File: config.mk
export PLATFORM = sky130hd
export DESIGN_NAME = dcf77_pulse_classifier_flat
export DESIGN_NICKNAME = d
export VERILOG_FILES = /design/src/rtl/dcf_pkg.sv /design/src/rtl/dcf_in_if.sv /design/src/rtl/dcf_out_if.sv /design/src/rtl/dcf_cfg_regs.sv /design/src/rtl/dcf_decoder.sv /design/src/rtl/dcf77_pulse_classifier.sv /design/src/flat_wrapper.sv
export SDC_FILE = /design/constraint.sdc
export NUM_CORES = 1
export LEC_CHECK = 0
export BUFFER_PORTS_ARGS = -buffer_cell sky130_fd_sc_hd__buf_4
export CAP_MARGIN = 15
export CELL_PAD_IN_SITES_DETAIL_PLACEMENT = 0
export CELL_PAD_IN_SITES_GLOBAL_PLACEMENT = 2
export CORE_ASPECT_RATIO = 1.75
export CORE_MARGIN = 1
export CORE_UTILIZATION = 36
export CTS_CLUSTER_DIAMETER = 100
export DETAILED_ROUTE_END_ITERATION = 7
export HOLD_SLACK_MARGIN = 0.05
export PLACE_DENSITY_LB_ADDON = 0.1
export RECOVER_POWER = 50
export SLEW_MARGIN = 10
export SYNTH_ARGS = -nofsm -noshare
export SYNTH_HDL_FRONTEND = slang
export SYNTH_SLANG_ARGS = --single-unit
File: constraint.sdc
create_clock -name clk_i -period 2.6 [get_ports clk_i]
set_input_delay 0.52 -clock clk_i [delete_from_list [all_inputs] [get_ports clk_i]]
set_output_delay 0.52 -clock clk_i [all_outputs]
set_load 0.03 [all_outputs]
File: src/rtl/dcf_pkg.sv
// Shared types, constants and the transition table of the pulse classifier.
package dcf_pkg;

  localparam int NumThresh = 7;
  localparam int ThreshW   = 8;
  localparam int CountW    = 8;
  localparam int CodeW     = 2;
  localparam int ApbDataW  = 32;
  localparam int ApbAddrW  = 5;
  localparam int RegIdxW   = 3;

  typedef logic [ThreshW-1:0] thresh_t;
  typedef thresh_t [NumThresh-1:0] thresh_arr_t;

  localparam thresh_arr_t ThreshReset = {
    8'd220, 8'd120, 8'd95, 8'd25, 8'd17, 8'd15, 8'd6
  };

  typedef enum logic [3:0] {
    S0, S1, S2, S3, S4, S5, S6, S7, S8, S9, S10, S11, S12
  } state_e;

  typedef enum logic [1:0] {
    SYM_MARK,
    SYM_HIGH,
    SYM_LOW
  } sym_e;

  typedef enum logic [2:0] {
    ACT_NONE,
    ACT_CLEAR,
    ACT_ZERO,
    ACT_ONE,
    ACT_MINUTE,
    ACT_FAULT
  } act_e;

  localparam logic [CodeW-1:0] CodeZero   = 2'd0;
  localparam logic [CodeW-1:0] CodeOne    = 2'd1;
  localparam logic [CodeW-1:0] CodeMinute = 2'd2;
  localparam logic [CodeW-1:0] CodeFault  = 2'd3;

  typedef struct packed {
    state_e next;
    act_e   act;
  } trans_t;

  function automatic trans_t pick(sym_e sym, trans_t m, trans_t h, trans_t l);
    trans_t r;
    case (sym)
      SYM_MARK: r = m;
      SYM_HIGH: r = h;
      default:  r = l;
    endcase
    return r;
  endfunction

  // (state, symbol) -> (next state, action); columns are mark, high, low
  function automatic trans_t trans_lookup(state_e st, sym_e sym);
    trans_t r;
    unique case (st)
      S0:  r = pick(sym, '{S0,  ACT_FAULT}, '{S1,  ACT_CLEAR},  '{S0,  ACT_NONE});
      S1:  r = pick(sym, '{S2,  ACT_NONE},  '{S1,  ACT_NONE},   '{S0,  ACT_FAULT});
      S2:  r = pick(sym, '{S7,  ACT_NONE},  '{S2,  ACT_NONE},   '{S3,  ACT_NONE});
      S3:  r = pick(sym, '{S4,  ACT_NONE},  '{S0,  ACT_FAULT},  '{S3,  ACT_NONE});
      S4:  r = pick(sym, '{S5,  ACT_NONE},  '{S0,  ACT_FAULT},  '{S4,  ACT_NONE});
      S5:  r = pick(sym, '{S6,  ACT_NONE},  '{S0,  ACT_FAULT},  '{S5,  ACT_NONE});
      S6:  r = pick(sym, '{S11, ACT_ZERO},  '{S0,  ACT_FAULT},  '{S6,  ACT_NONE});
      S7:  r = pick(sym, '{S8,  ACT_NONE},  '{S7,  ACT_NONE},   '{S0,  ACT_FAULT});
      S8:  r = pick(sym, '{S0,  ACT_FAULT}, '{S8,  ACT_NONE},   '{S9,  ACT_NONE});
      S9:  r = pick(sym, '{S10, ACT_NONE},  '{S0,  ACT_FAULT},  '{S9,  ACT_NONE});
      S10: r = pick(sym, '{S11, ACT_ONE},   '{S0,  ACT_FAULT},  '{S10, ACT_NONE});
      S11: r = pick(sym, '{S12, ACT_NONE},  '{S1,  ACT_CLEAR},  '{S11, ACT_NONE});
      S12: r = pick(sym, '{S0,  ACT_FAULT}, '{S1,  ACT_MINUTE}, '{S12, ACT_NONE});
      default: r = pick(sym, '{S0, ACT_FAULT}, '{S1, ACT_CLEAR}, '{S0, ACT_NONE});
    endcase
    return r;
  endfunction

endpackage

File: src/rtl/dcf_in_if.sv
// Tick request channel: one sampled pin level per request.
interface dcf_in_if;
  logic valid;
  logic ready;
  logic pin_level;

  modport source (output valid, output pin_level, input ready);
  modport sink   (input valid, input pin_level, output ready);
endinterface

File: src/rtl/dcf_out_if.sv
// Event channel: one decoded event code per transfer.
interface dcf_out_if;
  logic                     valid;
  logic                     ready;
  logic [dcf_pkg::CodeW-1:0] event_code;

  modport source (output valid, output event_code, input ready);
  modport sink   (input valid, input event_code, output ready);
endinterface

File: src/rtl/dcf_cfg_regs.sv
// APB threshold register bank.
module dcf_cfg_regs (
  input  logic                         clk_i,
  input  logic                         rst_ni,
  input  logic                         psel,
  input  logic                         penable,
  input  logic                         pwrite,
  input  logic [dcf_pkg::ApbAddrW-1:0] paddr,
  input  logic [dcf_pkg::ApbDataW-1:0] pwdata,
  output logic [dcf_pkg::ApbDataW-1:0] prdata,
  output logic                         pready,
  output dcf_pkg::thresh_arr_t         thresh_o
);

  dcf_pkg::thresh_arr_t             thresh_q;
  logic [dcf_pkg::RegIdxW-1:0]      idx;
  logic                             idx_ok;
  logic                             wr_en;

  assign pready = 1'b1;
  assign idx    = paddr[dcf_pkg::ApbAddrW-1:2];
  assign idx_ok = ({1'b0, idx} < (dcf_pkg::RegIdxW+1)'(dcf_pkg::NumThresh));
  assign wr_en  = psel && penable && pwrite && pready && idx_ok;

  always_ff @(posedge clk_i or negedge rst_ni) begin
    if (!rst_ni) begin
      thresh_q <= dcf_pkg::ThreshReset;
    end else if (wr_en) begin
      thresh_q[idx] <= pwdata[dcf_pkg::ThreshW-1:0];
    end
  end

  always_comb begin
    prdata = '0;
    if (idx_ok) begin
      prdata = {{(dcf_pkg::ApbDataW-dcf_pkg::ThreshW){1'b0}}, thresh_q[idx]};
    end
  end

  assign thresh_o = thresh_q;

endmodule

File: src/rtl/dcf_decoder.sv
// Tick register, transition logic, state/counter and event register.
module dcf_decoder (
  input  logic                 clk_i,
  input  logic                 rst_ni,
  input  dcf_pkg::thresh_arr_t thresh_i,
  dcf_in_if.sink               req_i,
  dcf_out_if.source            evt_o
);

  // input stage
  logic in_valid_q, in_valid_d;
  logic pin_q;
  logic advance;

  // decoder state
  dcf_pkg::state_e                state_q, state_d;
  logic [dcf_pkg::CountW-1:0]     tick_q, tick_d;

  // result stage
  logic                           out_valid_q, out_valid_d;
  logic [dcf_pkg::CodeW-1:0]      code_q, code_d;

  logic                           mark;
  dcf_pkg::sym_e                  sym;
  dcf_pkg::trans_t                tr;
  logic                           emit;
  logic [dcf_pkg::CodeW-1:0]      code_new;

  assign advance     = in_valid_q && (!out_valid_q || evt_o.ready);
  assign req_i.ready = !in_valid_q || advance;

  always_comb begin
    mark = 1'b0;
    for (int k = 0; k < dcf_pkg::NumThresh; k++) begin
      if (tick_q == thresh_i[k]) mark = 1'b1;
    end
    if (mark)       sym = dcf_pkg::SYM_MARK;
    else if (pin_q) sym = dcf_pkg::SYM_HIGH;
    else            sym = dcf_pkg::SYM_LOW;
    tr = dcf_pkg::trans_lookup(state_q, sym);
  end

  always_comb begin
    emit     = 1'b1;
    code_new = dcf_pkg::CodeFault;
    case (tr.act)
      dcf_pkg::ACT_ZERO:   code_new = dcf_pkg::CodeZero;
      dcf_pkg::ACT_ONE:    code_new = dcf_pkg::CodeOne;
      dcf_pkg::ACT_MINUTE: code_new = dcf_pkg::CodeMinute;
      dcf_pkg::ACT_FAULT:  code_new = dcf_pkg::CodeFault;
      default:             emit     = 1'b0;
    endcase
  end

  always_comb begin
    in_valid_d  = in_valid_q;
    state_d     = state_q;
    tick_d      = tick_q;
    out_valid_d = out_valid_q;
    code_d      = code_q;
    if (out_valid_q && evt_o.ready) out_valid_d = 1'b0;
    if (advance) begin
      in_valid_d = 1'b0;
      state_d    = tr.next;
      // clear-then-increment lands on one
      if (tr.act == dcf_pkg::ACT_CLEAR || tr.act == dcf_pkg::ACT_MINUTE) begin
        tick_d = dcf_pkg::CountW'(1);
      end else begin
        tick_d = tick_q + dcf_pkg::CountW'(1);
      end
      if (emit) begin
        out_valid_d = 1'b1;
        code_d      = code_new;
      end
    end
    if (req_i.valid && req_i.ready) in_valid_d = 1'b1;
  end

  always_ff @(posedge clk_i or negedge rst_ni) begin
    if (!rst_ni) begin
      in_valid_q  <= 1'b0;
      out_valid_q <= 1'b0;
      state_q     <= dcf_pkg::S0;
      tick_q      <= '0;
    end else begin
      in_valid_q  <= in_valid_d;
      out_valid_q <= out_valid_d;
      state_q     <= state_d;
      tick_q      <= tick_d;
    end
  end

  always_ff @(posedge clk_i) begin
    if (req_i.valid && req_i.ready) pin_q <= req_i.pin_level;
    code_q <= code_d;
  end

  assign evt_o.valid      = out_valid_q;
  assign evt_o.event_code = code_q;

endmodule

File: src/rtl/dcf77_pulse_classifier.sv
// Top level of the DCF77 pulse width classifier.
// Usage: req_i carries one request per 10 ms tick with the sampled receiver
//   pin level. evt_o returns an event code (zero bit, one bit, minute
//   mark or sampling fault) for the ticks that settle a bit, end a minute
//   gap or break the expected timing; most ticks return nothing.
//   Seven 8-bit timing marks sit on the APB port at byte addresses 0..24
//   (4 apart); pready is always high, writes land in the access cycle.
//   Reprogram them only while no tick is in flight.
// Timing: a request is registered in the tick register at acceptance,
//   classified by the threshold compare and table lookup once the
//   event register is free, and its event then waits there on evt_o.
//   One request per cycle is sustained while evt_o.ready is high; the limit
//   is the single state/counter register feeding the transition table.
// Stall: the event register holds its code while evt_o.ready is low; the
//   tick register keeps taking one more request, then req_i.ready drops
//   until the event is taken.
// Reset: rst_ni (async, low) returns the decoder to idle, zeroes the tick
//   counter, empties both stages and restores the default thresholds.
module dcf77_pulse_classifier (
  input  logic                         clk_i,
  input  logic                         rst_ni,
  input  logic                         psel,
  input  logic                         penable,
  input  logic                         pwrite,
  input  logic [dcf_pkg::ApbAddrW-1:0] paddr,
  input  logic [dcf_pkg::ApbDataW-1:0] pwdata,
  output logic [dcf_pkg::ApbDataW-1:0] prdata,
  output logic                         pready,
  dcf_in_if.sink                       req_i,
  dcf_out_if.source                    evt_o
);

  dcf_pkg::thresh_arr_t thresh;

  // threshold registers
  dcf_cfg_regs u_cfg (
    .clk_i    (clk_i),
    .rst_ni   (rst_ni),
    .psel     (psel),
    .penable  (penable),
    .pwrite   (pwrite),
    .paddr    (paddr),
    .pwdata   (pwdata),
    .prdata   (prdata),
    .pready   (pready),
    .thresh_o (thresh)
  );

  // tick classification and event output
  dcf_decoder u_dec (
    .clk_i    (clk_i),
    .rst_ni   (rst_ni),
    .thresh_i (thresh),
    .req_i    (req_i),
    .evt_o    (evt_o)
  );

endmodule

File: src/flat_wrapper.sv
// flat-port wrapper written by rule: the top's interface ports become plain ports
module dcf77_pulse_classifier_flat 
  (clk_i, rst_ni, psel, penable, pwrite, paddr, pwdata, prdata, pready, req_i_valid, req_i_pin_level, req_i_ready, evt_o_valid, evt_o_event_code, evt_o_ready);
  dcf_in_if req_i_i ();
  dcf_out_if evt_o_i ();
  input  logic clk_i;
  input  logic rst_ni;
  input  logic psel;
  input  logic penable;
  input  logic pwrite;
  input  logic [dcf_pkg::ApbAddrW-1:0] paddr;
  input  logic [dcf_pkg::ApbDataW-1:0] pwdata;
  output logic [dcf_pkg::ApbDataW-1:0] prdata;
  output logic pready;
  input wire logic [$bits(req_i_i.valid)-1:0] req_i_valid;
  input wire logic [$bits(req_i_i.pin_level)-1:0] req_i_pin_level;
  output wire logic [$bits(req_i_i.ready)-1:0] req_i_ready;
  output wire logic [$bits(evt_o_i.valid)-1:0] evt_o_valid;
  output wire logic [$bits(evt_o_i.event_code)-1:0] evt_o_event_code;
  input wire logic [$bits(evt_o_i.ready)-1:0] evt_o_ready;
  assign req_i_i.valid = req_i_valid;
  assign req_i_i.pin_level = req_i_pin_level;
  assign req_i_ready = req_i_i.ready;
  assign evt_o_valid = evt_o_i.valid;
  assign evt_o_event_code = evt_o_i.event_code;
  assign evt_o_i.ready = evt_o_ready;
  dcf77_pulse_classifier u_core (.clk_i(clk_i), .rst_ni(rst_ni), .psel(psel), .penable(penable), .pwrite(pwrite), .paddr(paddr), .pwdata(pwdata), .prdata(prdata), .pready(pready), .req_i(req_i_i), .evt_o(evt_o_i));
endmodule
==> metrics.yaml <==
initial_utilization_pct: 36.7
synthAdderAreaFrac_pct: 0.265
min-delay-path-class: "input port to flop"
finalSetupViolations: 0
ir_drop_uv: 359
fmax_mhz: 400
dr.pass1.iters: 4
ys_seq_area_share_pct: 39.6
clkTransAtPathRegs_ns: 0.06
cp_num_buf_inv: 2
synth_xor_xnor_area_share_pct: 11.2
clock_path_buffers: 2
placementRows: 55
grt_pass1_wl_um: 21100
pwr-share-comb_pct: 41.2
grt-ovfl-total: 0
drive_gt1_share_pct: 37.8
wl_per_cell_um: 19.7
dpl_cell_area_mm2: 0.00530
fp.dieH_um: 154
io_buffer_count: 30
cts_tree: "yes"
synth.distinct_cells: 60
synth_top_family_by_area: "multiplexers"
place_ws_ns: 0.117
mostFrequentLayoutCells: "buf_4 (67), mux2_2 (58), xor2_1 (47)"
design_area_mm2: 0.00555
status: "complete, no violations"
netlist_area_mm2: 0.00473
cp.arrival_ns: 2.56
period_minus_slack_ns: 2.50
core_mm2: 0.0129
final_net_count: 549
synth-edff-count: 3
top_level_ports: 82
die-area_mm2: 0.0136
seq_power_share_pct: 36.1
cts-buffers-inserted: 9
startpoint_type: "flop"
hold_violations: 0
drv_cap: 0
drtIter0Drc: 133
wl_um: 13400
min_period_over_period_pct: 96.2
clockRootBuffer: "clkbuf_16"
worstMarginPinSlew_ns: 0.863
cp.required_ns: 2.66
multi_input_area_mm2: 0.00256
post_cts_buffers: 0
layout_commonest_cell: "buf_4"
cpPeakStageDelay_ns: 0.63
grt_use_total_pct: 21.5
grt_max_degree: 56
synth_warnings: 0
regArea_mm2: 0.00188
post-route-util_pct: 43.1
finalMaxSlewViolations: 0
drc: 0
dpl.hpwl_um: 10000
fin_setup_tns_ns: 0
power_per_cell_area_mw_per_mm2: 909
synth-simple-area-share_pct: 11.5
crit_path_end_kind: "flop"
fin_skew_ns: 0.0118
dieWidth_um: 88.6
path_cells: "xor2_1 > nor4_1 > buf_4 > a22oi_2 > nand2_4 > or2_1 > buf_4 > nor4b_2 > o21ai_1"
crit_type: "flop to flop"
gp_congestion: 0.802
fillers: 1293
via_count: 3501
leakage_nw: 2.44
clkPwrFrac_pct: 22.7
synth-async-reset-ratio_pct: 95.9
synth_mux_area_share_pct: 17.8
netlist_instances: 443
h-tree-depth: 3
first_global_vias: 3750
power.total_w: 0.00504
crit_top_cell: "buf_4"
clock_latency_ns: 0.34
switching_share_pct: 38.2
intPower_w: 0.00312
drtAntennaViolNets: 0
worst_slack_ns: 0.0991
critPathTopFamily: "simple AND/OR/NAND/NOR gates"
grt_setup_unrepaired: "no"
synth_compound_area_share_pct: 11.5
slew_headroom_pct: 42.5
crit_slowest_cell: "dfrtp_1"
avgSynthCellArea_um2: 10.7
power.switching_w: 0.00192
antenna_found_initial: 0
cts_sinks: 73
vias_per_cell: 5.16
synth-main-ff-cell: "dfrtp_1"
area_growth_pct: 17.3
cp_max_fo: 8
antennaDiodeCount: 0
ys_ff_latch: 73
## kinds of logic after synthesis
logic type	after synthesis
AOI/OAI and AO/OA	75
DFF	73
buffers and inverters	56
and+or+nand+nor	105
xor gates and xnor gates	59
other	2
adders and majority gates	1
muxes	72
## layout make-up
type                    count  area share (%)
multi-input cells         337            46.2
flip-flops and latches     73            33.8
repair buffers             78            11.0
clock buffers              10            4.13
well taps                 171            3.86
clock inverters             6           0.767
inverters                   4           0.271
## worst paths after layout
| check | start | cells past startpoint | to | slack [ns] |
|---|---|---|---|---|
| min | req_i_valid | 2 | u_core.u_dec.in_valid_q$_DFFE_PN0P_ | 0.37 |
| min reg2reg | u_core.u_cfg.thresh_o[31]$_DFFE_PN0P_ | 1 | u_core.u_cfg.thresh_o[31]$_DFFE_PN0P_ | 0.56 |
| max in group asynchronous | rst_ni | 3 | u_core.u_dec.in_valid_q$_DFFE_PN0P_ | 0.37 |
| max | u_core.u_dec.tick_q[6]$_DFFE_PN0P_ | 9 | u_core.u_dec.evt_o.event_code[0]$_SDFFCE_PN1P_ | 0.1 |
| max reg2reg | u_core.u_dec.tick_q[6]$_DFFE_PN0P_ | 9 | u_core.u_dec.evt_o.event_code[0]$_SDFFCE_PN1P_ | 0.1 |
| min in group asynchronous | rst_ni | 2 | u_core.u_cfg.thresh_o[15]$_DFFE_PN0P_ | 0.82 |
## Yosys cell counts, drive strengths merged, types with 5 or more instances
cell type	instances	area (um^2)
nand3	8	40.0
o211ai	5	47.5
xor2	49	444
o21ai	20	104
a21oi	18	90.1
nor2	29	111
nor2b	8	50.1
a22o	7	61.3
nand4	6	37.5
dfstp	26	683
dfrtp	44	1100
mux2i	10	100
mux2	58	653
nand2	24	97.6
clkbuf	11	41.3
nor4	12	81.3
buf	41	315
xnor2	10	87.6
nor3	7	45.0
## per-stage QoR
step	hold WS, ns	instances
2_1_floorplan	0.224	466
3_3_place_gp	0.394	662
3_5_place_dp	0.400	662
4_1_cts	0.350	679
5_1_grt	0.376	679
6_report	0.373	679
## per-layer routing
metal	vias to the layer above	GRT usage (%)	part of all wire (%)
met2	71	40.8	57
met5	-	0	0
met4	0	9.45	3.8
met1	1749	22.4	37
li1	1649	-	-
met3	32	3.33	2.3
## power groups by stage
stage	sequential [W]	clock (W)	combinational [W]
3_3_place_gp	0.00183	0	0.00209
5_1_grt	0.00186	0.00123	0.00226
3_5_place_dp	0.00183	0	0.00210
6_report	0.00182	0.00114	0.00208
4_1_cts	0.00182	0.00118	0.00211
2_1_floorplan	0.00165	0	0.00153
## repair_timing
| action | 4_1_cts | 5_1_grt |
|---|---|---|
| setup endpoints to repair | 0 | 2 |
| gates resized for setup | 0 | 1 |
| hold endpoints to repair | 8 | 0 |
| hold buffers | 1 | 0 |
## registers in the layout (all words and copies together), names as in the netlist
signal                         flops
u_core.u_dec.evt_o.valid           1
u_core.u_dec.pin_q                 1
u_core.u_dec.state_q               4
u_core.u_dec.in_valid_q            1
u_core.u_dec.tick_q                8
u_core.u_dec.evt_o.event_code      2
u_core.u_cfg.thresh_o             56
(Power assumes the default switching activity.)
